==> config.mk <==
export PLATFORM = sky130hd
export DESIGN_NAME = poly_fifo
export DESIGN_NICKNAME = d
export VERILOG_FILES = /design/src/rtl/poly_pkg.sv /design/src/rtl/poly_fifo.sv
export SDC_FILE = /design/constraint.sdc
export NUM_CORES = 1
export LEC_CHECK = 0
export ABC_AREA = 1
export BUFFER_PORTS_ARGS = -buffer_cell sky130_fd_sc_hd__buf_2
export CORE_MARGIN = 2
export CORE_UTILIZATION = 52
export DETAILED_ROUTE_END_ITERATION = 16
export PLACE_DENSITY = 0.84
export SLEW_MARGIN = 20
export SYNTH_ARGS = -nofsm -noshare
export SYNTH_HDL_FRONTEND = slang
export SYNTH_SLANG_ARGS = --single-unit
==> constraint.sdc <==
create_clock -name i_clk -period 8.9 [get_ports i_clk]
set_clock_uncertainty 0.1 [all_clocks]
set_input_delay 1.335 -clock i_clk [delete_from_list [all_inputs] [get_ports i_clk]]
set_output_delay 1.335 -clock i_clk [all_outputs]
set_load 0.01 [all_outputs]
==> src/rtl/poly_pkg.sv <==
// ----------------------------------------------------------------------------
// poly_pkg
// Types, constants and helpers for the Poly1305 MAC unit.
// ----------------------------------------------------------------------------
package poly_pkg;

    localparam logic [25:0] LIMB_MASK   = 26'h3FFFFFF;
    localparam logic [63:0] R_CLAMP_LO  = 64'h0FFFFFFC0FFFFFFF;
    localparam logic [63:0] R_CLAMP_HI  = 64'h0FFFFFFC0FFFFFFC;
    localparam logic [25:0] TOP_BIT     = 26'h1000000;
    localparam logic [3:0]  MAX_BYTES   = 4'd8;
    localparam logic [4:0]  BLOCK_BYTES = 5'd16;

    localparam logic [2:0] CFG_R_LO = 3'd0;
    localparam logic [2:0] CFG_R_HI = 3'd1;
    localparam logic [2:0] CFG_S_LO = 3'd2;
    localparam logic [2:0] CFG_S_HI = 3'd3;

    typedef struct packed {
        logic [63:0] chunk_data;
        logic [3:0]  chunk_bytes;
        logic        last_chunk;
    } t_chunk;

    typedef struct packed {
        logic [63:0] tag_low;
        logic [63:0] tag_high;
    } t_tag;

    // One unit of work for the back end: absorb a block, finish, or both.
    typedef struct packed {
        logic [127:0] blk;
        logic         absorb;
        logic         hibit;
        logic         fin;
    } t_cmd;

    typedef logic [4:0][25:0] t_limbs;

    typedef struct packed {
        logic [63:0] r_lo;
        logic [63:0] r_hi;
        logic [63:0] s_lo;
        logic [63:0] s_hi;
    } t_key;

    function automatic t_limbs split_limbs(input logic [63:0] lo, input logic [63:0] hi);
        t_limbs l;
        l[0] = lo[25:0];
        l[1] = lo[51:26];
        l[2] = {hi[13:0], lo[63:52]};
        l[3] = hi[39:14];
        l[4] = {2'b00, hi[63:40]};
        return l;
    endfunction

endpackage

==> src/rtl/poly_fifo.sv <==
// ----------------------------------------------------------------------------
// poly_fifo
// Two-entry command queue between the front end and the arithmetic core.
// ----------------------------------------------------------------------------
module poly_fifo (
    input  logic           i_clk,
    input  logic           i_rst_n,
    input  logic           i_push,
    input  poly_pkg::t_cmd i_data,
    output logic           o_ready,
    input  logic           i_pop,
    output logic           o_valid,
    output poly_pkg::t_cmd o_data
);

    poly_pkg::t_cmd r_mem [2];
    logic           r_wptr, r_rptr;
    logic [1:0]     r_cnt;
    logic           do_push, do_pop;

    assign o_ready = (r_cnt != 2'd2);
    assign o_valid = (r_cnt != 2'd0);
    assign o_data  = r_mem[r_rptr];
    assign do_push = i_push && o_ready;
    assign do_pop  = i_pop && o_valid;

    always_ff @(posedge i_clk) begin
        if (do_push) begin
            r_mem[r_wptr] <= i_data;
        end
    end

    always_ff @(posedge i_clk) begin
        if (!i_rst_n) begin
            r_wptr <= 1'b0;
            r_rptr <= 1'b0;
            r_cnt  <= 2'd0;
        end else begin
            if (do_push) r_wptr <= ~r_wptr;
            if (do_pop)  r_rptr <= ~r_rptr;
            r_cnt <= r_cnt + {1'b0, do_push} - {1'b0, do_pop};
        end
    end

endmodule

==> flow_metrics.env <==
export IMPL_status="complete, no violations"
export IMPL_core_um2=18800
export IMPL_dpl_cell_area_um2=11600
export IMPL_switching_share=0.259
export IMPL_hp_start="r_rptr$_SDFFE_PN0P_"
export IMPL_min_period_ns=4.05
export IMPL_die_area_um2=20500
export IMPL_place_congestion=0.744
export IMPL_internal_power_uw=2590
export IMPL_holdCritPathClass="reg2reg"
export IMPL_synthTopCellsByArea="edfxtp_1, mux2_4, mux2_2, buf_6, dfxtp_1"
export IMPL_clk_pin_slew_ns=0.06
export IMPL_rrSetupSlack_ns=6.20
export IMPL_synth_xor_area_frac=0
export IMPL_slew_headroom=0.265
export IMPL_fmax_mhz=247
export IMPL_synthesis_nets=581
export IMPL_crit_end="o_data[130]"
export IMPL_ctsHtreeMaxLevel=1
export IMPL_p_clk_frac=0.285
export IMPL_cts_root_buf="clkbuf_16"
export IMPL_area_growth_pct=23.5
export IMPL_worstSetupStartpointType="flip-flop"
export IMPL_netlist_area_um2=10100
export IMPL_antenna_found_initial=4
export IMPL_synth_area_mux_share=0.180
export IMPL_slew_viol_final=0
export IMPL_r2r_end="r_mem[1][57]$_DFFE_PP_"
export IMPL_cp_arrival_ns=2.62
export IMPL_synth_top_cell_area_share=0.781
export IMPL_crit_type="reg2out"
export IMPL_portBuffers=267
export IMPL_post_cts_setup_buffer_count=0
export IMPL_synth_compound_area_frac=0.000994
export IMPL_reg2reg_from="r_cnt[0]$_SDFF_PN0_"
export IMPL_cts_hold_buf=0
export IMPL_die_x_um=143
export IMPL_insertion_delay_ns=0.50
export IMPL_wl_per_cell_um=18.9
export IMPL_post_route_period_util=0.455
export IMPL_cts_sinks=267
export IMPL_routed_wl_um=19100
export IMPL_dr_first_iter_drc_count=236
export IMPL_grt_overflow_total=0
export IMPL_viasPerCell=5.02
export IMPL_tightest_slew_ns=1.10
export IMPL_fin_nets=866
export IMPL_fin_area_um2=12400
export IMPL_dp_hpwl_um=12800
export IMPL_numCtsBuffers=26
export IMPL_r2r_cells=5
export IMPL_ys_types=13
export IMPL_p_leak_uw=0.00484
export IMPL_finish_utilization=0.660
export IMPL_setup_tns_ns=0
export IMPL_power_density_nw_per_um2=282
export IMPL_synth_area_per_cell_um2=22.7
export IMPL_comb_power_share=0.242
export IMPL_drv_cap=0
export IMPL_num_io_pins=268
export IMPL_grt_pass1_vias=5285
export IMPL_drive_above_1_share=0.586
export IMPL_track_usage=0.174
export IMPL_grt_start_max_net_pins=80
export IMPL_die_y_um=143
export IMPL_start_util=0.535
export IMPL_rows=50
export IMPL_synth_top_family_by_area="multiplexers"
export IMPL_grt_first_pass_wirelength_um=27400
export IMPL_cts_tree="done"
export IMPL_crit_path_max_fanout=61
export IMPL_setup_viol=0
export IMPL_yosys_area_share_simple=0.00783
export IMPL_firstDrtPassIters=5
export IMPL_seq_power_share=0.473
export IMPL_synth_adder_area_share=0.00249
export IMPL_drt_antenna_violating_nets=0
export IMPL_finalHoldViolCount=0
export IMPL_peakVddDrop_mv=0.158
export IMPL_grt_setup_unrepaired="no"
export IMPL_finalNonFillerCells=1009
export IMPL_dp_cells=960
export IMPL_clockBufferDepth=3
export IMPL_end_kind="output port"
export IMPL_drc=0
export IMPL_synth_seq_cells=267
export IMPL_crit_required_ns=7.47
export IMPL_netlist_instances=444
export IMPL_cts_resized=0
export IMPL_yosysWarnings=0
export IMPL_vias=5063
export IMPL_p_switching_uw=907
export IMPL_yosys_area_top_type="edfxtp_1"
export IMPL_seq_area_frac_synth=0.791
## worst min path at each step
stage | to | slack [ns] | cells after the start
3_3_place_gp | r_rptr$_SDFFE_PN0P_ | 0.38 | 2
2_1_floorplan | flip-flop | 0.37 | 2
6_report | flip-flop | 0.44 | 2
5_1_grt | r_wptr$_SDFFE_PN0N_ | 0.49 | 2
4_1_cts | flip-flop | 0.44 | 2
3_5_place_dp | flip-flop | 0.42 | 2
## Yosys cell counts
library cell / number
buf_8: 1
nand3_1: 3
inv_1: 7
mux2_2: 41
buf_2: 4
nand2_1: 9
edfxtp_1: 262
nor2_1: 8
buf_6: 10
ha_1: 2
dfxtp_1: 5
a21oi_1: 2
mux2_4: 90
## sequential cells by signal, summed over array words and instances, names as in the netlist, named ones only
register and cells:
r_wptr 1, r_mem 262, r_cnt 2, r_rptr 1
## area by class of cell
cell class / count / area (um2)
antenna: 3 / 7.51
clock buffer: 36 / 709
clock inverter: 9 / 63.8
fill: 1249 / 6400
inverter: 7 / 28.8
multi-input combinational: 155 / 1930
sequential: 267 / 7970
tap: 260 / 325
timing repair buffer: 272 / 1390
## cell usage in the layout, fill, tap and decap left out, drive strengths merged
| cell | netlist | final |
|---|---|---|
| a21oi | 2 | 2 |
| buf | 15 | 272 |
| bufinv | 0 | 1 |
| clkbuf | 0 | 36 |
| clkinv | 0 | 8 |
| dfxtp | 5 | 5 |
| diode | 0 | 3 |
| edfxtp | 262 | 262 |
| ha | 2 | 2 |
| inv | 7 | 7 |
| mux2 | 131 | 131 |
| nand2 | 9 | 9 |
| nand3 | 3 | 3 |
| nor2 | 8 | 8 |
## layer usage
layer | vias up | wire (um) | global-route usage
met4 | 2 | 286 | 0.0433
met3 | 18 | 1740 | 0.0526
met1 | 2499 | 7080 | 0.195
li1 | 2314 | - | -
met5 | - | 12 | 0
met2 | 230 | 9960 | 0.324
## cell families (layout without fill, tap and decap cells)
kind of cell | after synthesis | in the layout
other cells | 0 | 3
flops | 267 | 267
fa+ha+maj | 2 | 2
simple gates | 20 | 20
mux | 131 | 131
compound gates | 2 | 2
buf+inv | 22 | 324
## stage by stage
step | worst slack [ns] | hold slack [ns] | power, uW
finish | 4.85 | 0.443 | 3500
global route | 4.71 | 0.493 | 3650
CTS | 4.21 | 0.437 | 3530
detailed placement | 4.78 | 0.422 | 2530
global placement | 4.82 | 0.385 | 2490
floorplan | 1.33 | 0.367 | 2260
## power by group through the flow
stage	sequential [uW]	combinational [uW]	clock, uW
final	1660	847	997
after global routing	1670	907	1070
after CTS	1690	826	1020
after detailed placement	1710	821	0
after global placement	1690	796	0
after floorplan	1680	586	0
## critical path, stage by stage, from the launching register on
cell and delay (ns):
dfxtp_4 0.59, buf_4 0.88, mux2_2 0.42, buf_2 0.14
No activity file was read; power rests on OpenSTA's default activity.
